$ cat src/hdl/tilt_heading_range_of_motion_top_macros.svh
// Assertion helpers used by the top-level RTL file.
`ifndef TILT_HEADING_RANGE_OF_MOTION_TOP_MACROS_SVH
`define TILT_HEADING_RANGE_OF_MOTION_TOP_MACROS_SVH

// Concurrent implication check, consequent in the same cycle as the antecedent.
`define THRM_ASSERT_IMPL(lbl, ante, cons, msg) \
    lbl: assert property (@(posedge i_clk) disable iff (!i_rst_n) (ante) |-> (cons)) \
        else $error(msg);

// Check in the cycle after the antecedent.
`define THRM_ASSERT_NEXT(lbl, ante, cons, msg) \
    lbl: assert property (@(posedge i_clk) disable iff (!i_rst_n) (ante) |=> (cons)) \
        else $error(msg);

`endif

$ cat src/hdl/thrm_pkg.sv
// ----------------------------------------------------------------------------
// thrm_pkg
// Shared constants, codes and the arctangent table for the tilt/heading block.
// ----------------------------------------------------------------------------
package thrm_pkg;

    localparam int ANGLE_FRAC_BITS_DEF = 6;
    localparam int CORDIC_STEPS_DEF    = 16;
    localparam int ATAN_TAB_LEN        = 24;
    localparam int ACC_FRAC            = 16;
    localparam int CORD_W              = 28;
    localparam int Z_W                 = 26;
    localparam int ROOT_W              = 24;
    localparam int RAD_W               = 48;

    localparam logic signed [14:0] DECL_RESET = -15'sd1320;

    localparam logic [1:0] MODE_NONE   = 2'd0;
    localparam logic [1:0] MODE_START  = 2'd1;
    localparam logic [1:0] MODE_FINISH = 2'd2;
    // unused code, handled as no command
    localparam logic [1:0] MODE_SPARE  = 2'd3;

    // round(atan(2^-i) * 65536), degrees
    function automatic logic [23:0] atan_entry(input logic [4:0] idx);
        logic [23:0] v;
        case (idx)
            5'd0:  v = 24'd2949120;
            5'd1:  v = 24'd1740967;
            5'd2:  v = 24'd919879;
            5'd3:  v = 24'd466945;
            5'd4:  v = 24'd234379;
            5'd5:  v = 24'd117304;
            5'd6:  v = 24'd58666;
            5'd7:  v = 24'd29335;
            5'd8:  v = 24'd14668;
            5'd9:  v = 24'd7334;
            5'd10: v = 24'd3667;
            5'd11: v = 24'd1833;
            5'd12: v = 24'd917;
            5'd13: v = 24'd458;
            5'd14: v = 24'd229;
            5'd15: v = 24'd115;
            5'd16: v = 24'd57;
            5'd17: v = 24'd29;
            5'd18: v = 24'd14;
            5'd19: v = 24'd7;
            5'd20: v = 24'd4;
            5'd21: v = 24'd2;
            5'd22: v = 24'd1;
            default: v = 24'd0;
        endcase
        return v;
    endfunction

endpackage

$ cat src/hdl/thrm_isqrt.sv
// ----------------------------------------------------------------------------
// thrm_isqrt
// Bit-serial integer square root, one root bit per cycle.
// ----------------------------------------------------------------------------
module thrm_isqrt
    import thrm_pkg::*;
(
    input  logic              i_clk,
    input  logic              i_rst_n,
    input  logic              i_start,
    input  logic [RAD_W-1:0]  i_radicand,
    output logic              o_done,
    output logic [ROOT_W-1:0] o_root
);

    logic              r_busy;
    logic [4:0]        r_cnt;
    logic [RAD_W-1:0]  r_rad;
    logic [ROOT_W+2:0] r_rem;
    logic [ROOT_W-1:0] r_root;
    logic              r_done;

    logic [ROOT_W+2:0] rem_sh;
    logic [ROOT_W+2:0] trial;
    logic              take;

    assign rem_sh = {r_rem[ROOT_W:0], r_rad[RAD_W-1 -: 2]};
    assign trial  = {1'b0, r_root, 2'b01};
    assign take   = (rem_sh >= trial);

    always_ff @(posedge i_clk) begin
        if (!i_rst_n) begin
            r_busy <= 1'b0;
            r_done <= 1'b0;
            r_cnt  <= '0;
        end else begin
            r_done <= 1'b0;
            if (i_start) begin
                r_busy <= 1'b1;
                r_cnt  <= '0;
                r_rad  <= i_radicand;
                r_rem  <= '0;
                r_root <= '0;
            end else if (r_busy) begin
                r_rad  <= {r_rad[RAD_W-3:0], 2'b00};
                r_rem  <= take ? (rem_sh - trial) : rem_sh;
                r_root <= {r_root[ROOT_W-2:0], take};
                r_cnt  <= r_cnt + 5'd1;
                if (r_cnt == 5'(ROOT_W - 1)) begin
                    r_busy <= 1'b0;
                    r_done <= 1'b1;
                end
            end
        end
    end

    assign o_done = r_done;
    assign o_root = r_root;

endmodule

$ cat src/hdl/thrm_cordic.sv
// ----------------------------------------------------------------------------
// thrm_cordic
// Iterative vectoring CORDIC atan2, one micro-rotation per cycle.
// ----------------------------------------------------------------------------
module thrm_cordic
    import thrm_pkg::*;
#(
    parameter int ANGLE_FRAC_BITS = ANGLE_FRAC_BITS_DEF,
    parameter int CORDIC_STEPS    = CORDIC_STEPS_DEF,
    parameter int AW              = ANGLE_FRAC_BITS_DEF + 10
)(
    input  logic                     i_clk,
    input  logic                     i_rst_n,
    input  logic                     i_start,
    input  logic signed [CORD_W-1:0] i_y,
    input  logic signed [CORD_W-1:0] i_x,
    output logic                     o_done,
    output logic signed [AW-1:0]     o_angle
);

    localparam int NSTEP = (CORDIC_STEPS < ATAN_TAB_LEN) ? CORDIC_STEPS : ATAN_TAB_LEN;
    localparam int SH    = ACC_FRAC - ANGLE_FRAC_BITS;
    localparam logic signed [Z_W-1:0] QUARTER = Z_W'(90 * 65536);
    localparam logic signed [Z_W-1:0] HALF    = Z_W'(1) <<< (SH - 1);

    logic                     r_busy;
    logic                     r_done;
    logic                     r_zero;
    logic [4:0]               r_i;
    logic signed [CORD_W-1:0] r_x;
    logic signed [CORD_W-1:0] r_y;
    logic signed [Z_W-1:0]    r_z;

    logic signed [CORD_W-1:0] dx;
    logic signed [CORD_W-1:0] dy;
    logic signed [Z_W-1:0]    tab;
    logic signed [Z_W-1:0]    zr;

    assign dx  = r_y >>> r_i;
    assign dy  = r_x >>> r_i;
    assign tab = Z_W'(atan_entry(r_i));
    assign zr  = r_z + HALF;

    always_ff @(posedge i_clk) begin
        if (!i_rst_n) begin
            r_busy <= 1'b0;
            r_done <= 1'b0;
            r_i    <= '0;
        end else begin
            r_done <= 1'b0;
            if (i_start) begin
                r_busy <= 1'b1;
                r_i    <= '0;
                r_zero <= (i_x == '0) && (i_y == '0);
                // left half plane: quarter turn first
                if (i_x < 0) begin
                    if (i_y >= 0) begin
                        r_x <= i_y;
                        r_y <= -i_x;
                        r_z <= QUARTER;
                    end else begin
                        r_x <= -i_y;
                        r_y <= i_x;
                        r_z <= -QUARTER;
                    end
                end else begin
                    r_x <= i_x;
                    r_y <= i_y;
                    r_z <= '0;
                end
            end else if (r_busy) begin
                if (r_y >= 0) begin
                    r_x <= r_x + dx;
                    r_y <= r_y - dy;
                    r_z <= r_z + tab;
                end else begin
                    r_x <= r_x - dx;
                    r_y <= r_y + dy;
                    r_z <= r_z - tab;
                end
                r_i <= r_i + 5'd1;
                if (r_i == 5'(NSTEP - 1)) begin
                    r_busy <= 1'b0;
                    r_done <= 1'b1;
                end
            end
        end
    end

    assign o_done  = r_done;
    assign o_angle = r_zero ? '0 : AW'(zr >>> SH);

endmodule

$ cat src/hdl/tilt_heading_range_of_motion_top.sv
// ----------------------------------------------------------------------------
// tilt_heading_range_of_motion_top
// Pitch, roll and heading from raw IMU samples, with range-of-motion report.
// ----------------------------------------------------------------------------
// Input channel i_valid/o_ready carries one sample and a command (mode).
// Output channel o_valid/i_ready returns one result per input transaction:
// pitch, roll, heading (1/2^ANGLE_FRAC_BITS degree) plus the recording
// status and, on finish, the range/peak/offset report.
// Config channel i_cfg_valid/o_cfg_ready writes the declination; always ready.
// One item is handled at a time: o_ready is high only while the sequencer is
// idle. The sequencer squares the y and z accelerations (one shared multiplier),
// takes the square root (one bit a cycle), runs three atan2 passes on one
// shared CORDIC, wraps the heading and registers the result. The next
// sample is taken the cycle after the result is registered. If the receiver
// stalls, the result waits in the output register and the next result waits
// in the last sequencer step.
// Synchronous reset clears the recording state and sets declination to -1320.
// ----------------------------------------------------------------------------
`include "tilt_heading_range_of_motion_top_macros.svh"

module tilt_heading_range_of_motion_top
    import thrm_pkg::*;
#(
    parameter int ANGLE_FRAC_BITS = ANGLE_FRAC_BITS_DEF,
    parameter int CORDIC_STEPS    = CORDIC_STEPS_DEF
)(
    input  logic               i_clk,
    input  logic               i_rst_n,
    input  logic               i_valid,
    output logic               o_ready,
    input  logic [1:0]         i_mode,
    input  logic signed [15:0] i_acc_x,
    input  logic signed [15:0] i_acc_y,
    input  logic signed [15:0] i_acc_z,
    input  logic signed [15:0] i_mag_x,
    input  logic signed [15:0] i_mag_y,
    input  logic               i_cfg_valid,
    output logic               o_cfg_ready,
    input  logic signed [14:0] i_cfg_data,
    output logic               o_valid,
    input  logic               i_ready,
    output logic signed [13:0] o_pitch,
    output logic signed [14:0] o_roll,
    output logic [14:0]        o_heading,
    output logic               o_recording,
    output logic               o_report_valid,
    output logic               o_no_data,
    output logic [13:0]        o_range_total,
    output logic [13:0]        o_peak_incline,
    output logic [13:0]        o_final_offset
);

    localparam int AW = ANGLE_FRAC_BITS + 10;
    localparam int HW = ((AW > 16) ? AW : 16) + 2;
    localparam logic signed [HW-1:0] FULL = HW'(360) <<< ANGLE_FRAC_BITS;

    typedef enum logic [6:0] {
        ST_IDLE = 7'b0000001,
        ST_SQA  = 7'b0000010,
        ST_SQB  = 7'b0000100,
        ST_SQRT = 7'b0001000,
        ST_CORD = 7'b0010000,
        ST_WRAP = 7'b0100000,
        ST_DONE = 7'b1000000
    } t_state;

    t_state r_state;
    logic [1:0]          r_pass;
    logic [1:0]          r_mode;
    logic signed [15:0]  r_ax, r_ay, r_az, r_mx, r_my;
    logic signed [14:0]  r_decl;
    logic [31:0]         r_sq;
    logic signed [AW-1:0] r_pitch, r_roll;
    logic signed [HW-1:0] r_h;

    logic                r_rec;
    logic                r_has;
    logic signed [AW-1:0] r_start, r_max, r_min;

    logic                r_out_valid;
    logic signed [13:0]  r_o_pitch;
    logic signed [14:0]  r_o_roll;
    logic [14:0]         r_o_head;
    logic                r_o_rec, r_o_rv, r_o_nd;
    logic [13:0]         r_o_rt, r_o_pk, r_o_fo;

    // shared multiplier
    logic signed [15:0]  mul_a;
    logic signed [31:0]  mul_p;
    assign mul_a = (r_state == ST_SQA) ? r_ay : r_az;
    assign mul_p = mul_a * mul_a;

    logic                sq_done;
    logic [ROOT_W-1:0]   root;
    thrm_isqrt u_isqrt (
        .i_clk      (i_clk),
        .i_rst_n    (i_rst_n),
        .i_start    (r_state == ST_SQB),
        .i_radicand ({r_sq[31:0] + 32'(unsigned'(mul_p)), 16'd0}),
        .o_done     (sq_done),
        .o_root     (root)
    );

    // operand select for the next CORDIC pass
    logic [1:0]               sel;
    logic                     c_start;
    logic signed [CORD_W-1:0] c_y, c_x;
    logic                     c_done;
    logic signed [AW-1:0]     c_ang;
    logic signed [16:0]       nax;

    assign nax     = -{r_ax[15], r_ax};
    assign c_start = ((r_state == ST_SQRT) && sq_done) ||
                     ((r_state == ST_CORD) && c_done && (r_pass != 2'd2));
    assign sel     = (r_state == ST_SQRT) ? 2'd0 : r_pass + 2'd1;

    always_comb begin
        case (sel)
            2'd0: begin
                c_y = CORD_W'(nax) <<< 8;
                c_x = CORD_W'({1'b0, root});
            end
            2'd1: begin
                c_y = CORD_W'(r_ay) <<< 8;
                c_x = CORD_W'(r_az) <<< 8;
            end
            default: begin
                c_y = CORD_W'(r_my) <<< 8;
                c_x = CORD_W'(r_mx) <<< 8;
            end
        endcase
    end

    thrm_cordic #(
        .ANGLE_FRAC_BITS (ANGLE_FRAC_BITS),
        .CORDIC_STEPS    (CORDIC_STEPS),
        .AW              (AW)
    ) u_cordic (
        .i_clk   (i_clk),
        .i_rst_n (i_rst_n),
        .i_start (c_start),
        .i_y     (c_y),
        .i_x     (c_x),
        .o_done  (c_done),
        .o_angle (c_ang)
    );

    // range-of-motion update for the finished item
    logic                 n_rec, n_has, n_rv, n_nd;
    logic signed [AW-1:0] n_start, n_max, n_min;
    logic signed [AW:0]   d_rt, d_pk, d_fo;
    logic [13:0]          n_rt, n_pk, n_fo;

    always_comb begin
        n_rec   = r_rec;
        n_has   = r_has;
        n_start = r_start;
        n_max   = r_max;
        n_min   = r_min;
        n_rv    = 1'b0;
        n_nd    = 1'b0;
        n_rt    = '0;
        n_pk    = '0;
        n_fo    = '0;
        d_rt    = (AW+1)'(r_max) - (AW+1)'(r_min);
        d_pk    = (AW+1)'(r_max) - (AW+1)'(r_start);
        d_fo    = (AW+1)'(r_pitch) - (AW+1)'(r_start);
        if (d_pk < 0) d_pk = -d_pk;
        if (d_fo < 0) d_fo = -d_fo;
        if (r_mode == MODE_START) begin
            n_start = r_pitch;
            n_rec   = 1'b1;
            n_has   = 1'b1;
            n_max   = r_pitch;
            n_min   = r_pitch;
        end else if (r_mode == MODE_FINISH) begin
            n_rec = 1'b0;
            n_rv  = 1'b1;
            if (!r_has) begin
                n_nd = 1'b1;
            end else begin
                n_rt = 14'(d_rt);
                n_pk = 14'(d_pk);
                n_fo = 14'(d_fo);
            end
            n_has = 1'b0;
        end
        if (n_rec && (r_mode != MODE_START)) begin
            if (r_pitch > n_max) n_max = r_pitch;
            if (r_pitch < n_min) n_min = r_pitch;
        end
    end

    logic fire_out;
    assign fire_out = (r_state == ST_DONE) && (!r_out_valid || i_ready);

    always_ff @(posedge i_clk) begin
        if (!i_rst_n) begin
            r_state     <= ST_IDLE;
            r_pass      <= '0;
            r_decl      <= DECL_RESET;
            r_rec       <= 1'b0;
            r_has       <= 1'b0;
            r_start     <= '0;
            r_max       <= '0;
            r_min       <= '0;
            r_out_valid <= 1'b0;
        end else begin
            if (i_cfg_valid) r_decl <= i_cfg_data;
            if (r_out_valid && i_ready && !fire_out) r_out_valid <= 1'b0;
            unique case (r_state)
                ST_IDLE: begin
                    if (i_valid) begin
                        r_mode  <= i_mode;
                        r_ax    <= i_acc_x;
                        r_ay    <= i_acc_y;
                        r_az    <= i_acc_z;
                        r_mx    <= i_mag_x;
                        r_my    <= i_mag_y;
                        r_state <= ST_SQA;
                    end
                end
                ST_SQA: begin
                    r_sq    <= unsigned'(mul_p);
                    r_state <= ST_SQB;
                end
                ST_SQB: r_state <= ST_SQRT;
                ST_SQRT: begin
                    if (sq_done) begin
                        r_pass  <= 2'd0;
                        r_state <= ST_CORD;
                    end
                end
                ST_CORD: begin
                    if (c_done) begin
                        r_pass <= r_pass + 2'd1;
                        case (r_pass)
                            2'd0: r_pitch <= c_ang;
                            2'd1: r_roll  <= c_ang;
                            default: begin
                                r_h     <= HW'(c_ang) + HW'(r_decl);
                                r_state <= ST_WRAP;
                            end
                        endcase
                    end
                end
                ST_WRAP: begin
                    if (r_h < 0) r_h <= r_h + FULL;
                    else if (r_h >= FULL) r_h <= r_h - FULL;
                    else r_state <= ST_DONE;
                end
                ST_DONE: begin
                    if (fire_out) begin
                        r_rec       <= n_rec;
                        r_has       <= n_has;
                        r_start     <= n_start;
                        r_max       <= n_max;
                        r_min       <= n_min;
                        r_out_valid <= 1'b1;
                        r_o_pitch   <= 14'(r_pitch);
                        r_o_roll    <= 15'(r_roll);
                        r_o_head    <= 15'(r_h);
                        r_o_rec     <= n_rec;
                        r_o_rv      <= n_rv;
                        r_o_nd      <= n_nd;
                        r_o_rt      <= n_rt;
                        r_o_pk      <= n_pk;
                        r_o_fo      <= n_fo;
                        r_state     <= ST_IDLE;
                    end
                end
                default: r_state <= ST_IDLE;
            endcase
        end
    end

    assign o_ready        = (r_state == ST_IDLE);
    assign o_cfg_ready    = 1'b1;
    assign o_valid        = r_out_valid;
    assign o_pitch        = r_o_pitch;
    assign o_roll         = r_o_roll;
    assign o_heading      = r_o_head;
    assign o_recording    = r_o_rec;
    assign o_report_valid = r_o_rv;
    assign o_no_data      = r_o_nd;
    assign o_range_total  = r_o_rt;
    assign o_peak_incline = r_o_pk;
    assign o_final_offset = r_o_fo;

    `THRM_ASSERT_IMPL(a_report_stops, o_valid && o_report_valid, !o_recording,
        "report issued while still recording")
    `THRM_ASSERT_IMPL(a_nodata_zero, o_valid && o_no_data,
        (o_range_total == 14'd0) && (o_final_offset == 14'd0) && o_report_valid,
        "no_data report with nonzero fields")
    `THRM_ASSERT_IMPL(a_wrap_done, fire_out, (r_h >= 0) && (r_h < FULL),
        "heading left the wrap step out of range")
    `THRM_ASSERT_NEXT(a_accept_busy, i_valid && o_ready, !o_ready,
        "sequencer did not leave idle after accepting a sample")

endmodule
$ cat config.mk
export PLATFORM = sky130hd
export DESIGN_NAME = tilt_heading_range_of_motion_top
export DESIGN_NICKNAME = d
export VERILOG_FILES = /design/src/hdl/thrm_pkg.sv /design/src/hdl/thrm_isqrt.sv /design/src/hdl/thrm_cordic.sv /design/src/hdl/tilt_heading_range_of_motion_top.sv
export VERILOG_INCLUDE_DIRS = /design/src /design/src/hdl
export SDC_FILE = /design/constraint.sdc
export NUM_CORES = 2
export LEC_CHECK = 0
export ABC_AREA = 1
export BUFFER_PORTS_ARGS = -buffer_cell sky130_fd_sc_hd__buf_4
export CORE_MARGIN = 10
export CORE_UTILIZATION = 60
export CTS_BUF_LIST = sky130_fd_sc_hd__clkbuf_16
export DETAILED_ROUTE_END_ITERATION = 7
export PLACE_DENSITY = 0.76
export RECOVER_POWER = 100
export SLEW_MARGIN = 0
export SYNTH_ARGS = -nofsm -noshare
export SYNTH_HDL_FRONTEND = slang
export SYNTH_SLANG_ARGS = --single-unit
$ cat constraint.sdc
create_clock -name i_clk -period 24.7 [get_ports i_clk]
set_input_delay 7.41 -clock i_clk [delete_from_list [all_inputs] [get_ports i_clk]]
set_output_delay 7.41 -clock i_clk [all_outputs]
set_load 0.05 [all_outputs]
==> qor.txt <==
outcome: finished, violations left
violated checks: capacitance limit, slew limit
clock root cell: clkbuf_16
final critical-path share of the clock period: 58.8%
vias in the first global route: 40.5k
sequential fraction of the synthesis area: 30.9%
Die Wd: 301 um
setup tns final: 0 ns
CP bufs+invs: 4
syn_nets: 6802
first-pass GRT wire length: 214000 um
Max Freq: 68.8 MHz
Wirelength per Cell: 18.3 um
Clk Latency, worst-skew pair: 0.68 ns
Worst Tran Pin Value: 4.44 ns
largest net degree at the start of global routing: 83
reg2reg end: u_isqrt.r_rad[47]$_DFFE_PP_
synthesized area: 47500 um2
commonest non-fill, non-tap cell in the layout: nand2_1
Setup Skew: 0.0896 ns
routability-driven placement congestion ratio: 0.986
CP endpoint kind: flop
H-tree levels: 2
Num CTS Buffers: 59
CP Launch Type: input pin
Core Area: 78700 um2
via count: 42.6k
Slew HR: -196%
# DRC: 0
Slew Limit Fails: 782
initial core utilization: 60.3%
Reg2Reg Launch Point: r_state[4]$_SDFFE_PN0P_
GRT Total Usage: 29.0%
die area: 90800 um2
Area Growth Syn to Fin: 7.51%
ANT nets after route: 0
CP max stage cell: clkbuf_1
Worst Reg2Reg Path Length in Cells: 40
CP arrival: 14.69 ns
total wire length: 134000 um
YS warnings: 0
DR pass1 iterations: 7
Final Hold Viols: 0
number of antenna diodes: 0
Unique masters post-synth: 77
syn_area_per_cell: 7.77 um2
Post-Synthesis Cells: 6116
crit path kind: in2reg
post-synth top area share: 26.2%
Async SR Flop Fraction: 0%
RSZ-0062 raised after global routing: no
Clock transition at path regs: 0.06 ns
Top FF cell, synth: edfxtp_1
Hold Crit Depth: 0
most used cell along the critical path: clkbuf_1
synth top area cells: edfxtp_1 26%, nand2_1 11%, fa_1 10%, ha_1 8.9%, inv_1 6.7%
CTS Sinks: 526
# hold bufs at CTS: 0
Std-Cell Rows: 103
commonest non-fill, non-tap cells in the layout: 1381 x nand2_1, 867 x inv_1, 568 x nand3_1
Slowest Stage Delay on Critical Path: 2.66 ns
Final Critical Period: 14.52 ns
dpl hpwl: 104000 um
initial drt markers: 4414
# Post-CTS Setup Buffers: 0
Hold Path Origin: r_roll[0]$_DFFE_PP_
leading area contributor after synthesis: edfxtp_1
initial antenna violation count: 1
TritonCTS clock tree: built
final setup vio count: 0
PostCTS Resize Cnt: 0
grt ovf: 0
# nets final: 6913
Min-Delay Endpoint: o_roll[0]$_DFFE_PP_
DR vias/cell: 5.81
# port buffers: 192
share of layout cells above drive strength 1: 5.72%
Crit path max-delay family: buffers and inverters
die height: 301 um
I/O Pins: 194
EDFF count, synth: 415
Synth Register Bits: 526
Worst Hold Class: reg2reg
Reg2Reg Setup Slack: 13.79 ns
CTS Buffer Depth: 3
WP data required: 24.86 ns
Cell Chain, Critical Path: clkbuf_1 -> clkinv_1 -> clkbuf_1 -> a21oi_1 -> clkbuf_1
CP Depth: 5
CP max FO: 65
Max-cap violations: 17
==> how the worst max path moves through the flow <==
stage	start	end
2_1_floorplan	i_rst_n	u_cordic.r_busy$_SDFF_PN0_
3_3_place_gp	i_rst_n	u_isqrt.r_rem[14]$_SDFFCE_PN0P_
3_5_place_dp	i_rst_n	u_isqrt.r_rem[15]$_SDFFCE_PN0P_
4_1_cts	r_state[4]$_SDFFE_PN0P_	o_ready
5_1_grt	i_rst_n	o_final_offset[11]$_SDFFCE_PP0P_
6_report	i_rst_n	u_isqrt.r_rem[14]$_SDFFCE_PN0P_
==> sequential cells by signal, summed over array words and instances (netlist names), 16 cells and up <==
signal / count
r_ax: 16
r_ay: 16
r_az: 16
r_h: 18
r_max: 16
r_min: 16
r_mx: 16
r_my: 16
r_pitch: 16
r_sq: 31
r_start: 16
u_cordic.r_x: 28
u_cordic.r_y: 28
u_cordic.r_z: 26
u_cordic.tab: 22
u_isqrt.o_root: 24
u_isqrt.r_rad: 32
u_isqrt.r_rem: 25
==> stage by stage <==
step                setup WS (ns)  util [%]  hold WS [ns]  cells  area [um2]
finish                      10.18      64.9         0.406   7327       51100
global route                 9.67      64.9         0.407   7327       51100
CTS                         15.10      65.6         0.409   7327       51700
detailed placement          14.65      63.1         0.405   7216       49600
global placement            14.72      63.1         0.407   7216       49600
floorplan                   10.64         -         0.400   6116       47500
==> synth_stat cells (all sizes together), types with 22 or more instances <==
library cell,n
o211ai,48
nor2,485
a21oi,447
inv,881
nor3,75
or2,31
edfxtp,415
nand4,66
xnor2,67
nand3,583
buf,88
o21ai,364
ha,339
fa,245
clkbuf,87
a31oi,22
dfxtp,111
nand2,1417
xor2,136
a21o,33
==> worst register-to-register path: cells and delay by family (launching register included) <==
family	cells	cell delay, ns
AOI/OAI and AO/OA	7	2.18
xor gates and xnor gates	1	0.16
adders and majority gates	8	3.93
buffers and inverters	8	2.41
DFF	1	0.36
and+or+nand+nor	16	1.54
==> per-layer routing <==
layer	routed length (um)	vias to the layer above	global-route usage (%)	part of all wire [%]
li1	-	20533	-	-
met1	56500	19919	39.4	42
met2	62100	1822	47.6	46
met3	11300	275	4.32	8.4
met4	4140	2	8.18	3.1
met5	13	-	0	0.0097
==> cell type report <==
class / count / area [um2]
fillers: 7050 / 27700
inverters: 890 / 3350
flip-flops and latches: 526 / 14700
multi-input cells: 4525 / 28500
clock inverters: 52 / 549
clock buffers: 59 / 1480
repair buffers: 225 / 1190
well taps: 1050 / 1310
==> logic make-up (layout without fill, tap and decap cells) <==
logic type | count (synthesis) | after routing | synth area share [%]
multiplexers | 1 | 1 | 0.0211
AO/OA/AOI/OAI | 1030 | 1030 | 12.4
adder cells (fa/ha/maj) | 584 | 584 | 19.3
XOR/XNOR | 203 | 203 | 3.74
AND/OR/NAND/NOR | 2706 | 2706 | 24.7
buffers and inverters | 1065 | 1226 | 8.97
other | 1 | 1 | 0.00789
flip-flops | 526 | 526 | 30.9
Power is left out: the tool's default activity adds up to more than one toggle a clock period on the data nets, which glitch-free logic cannot reach.
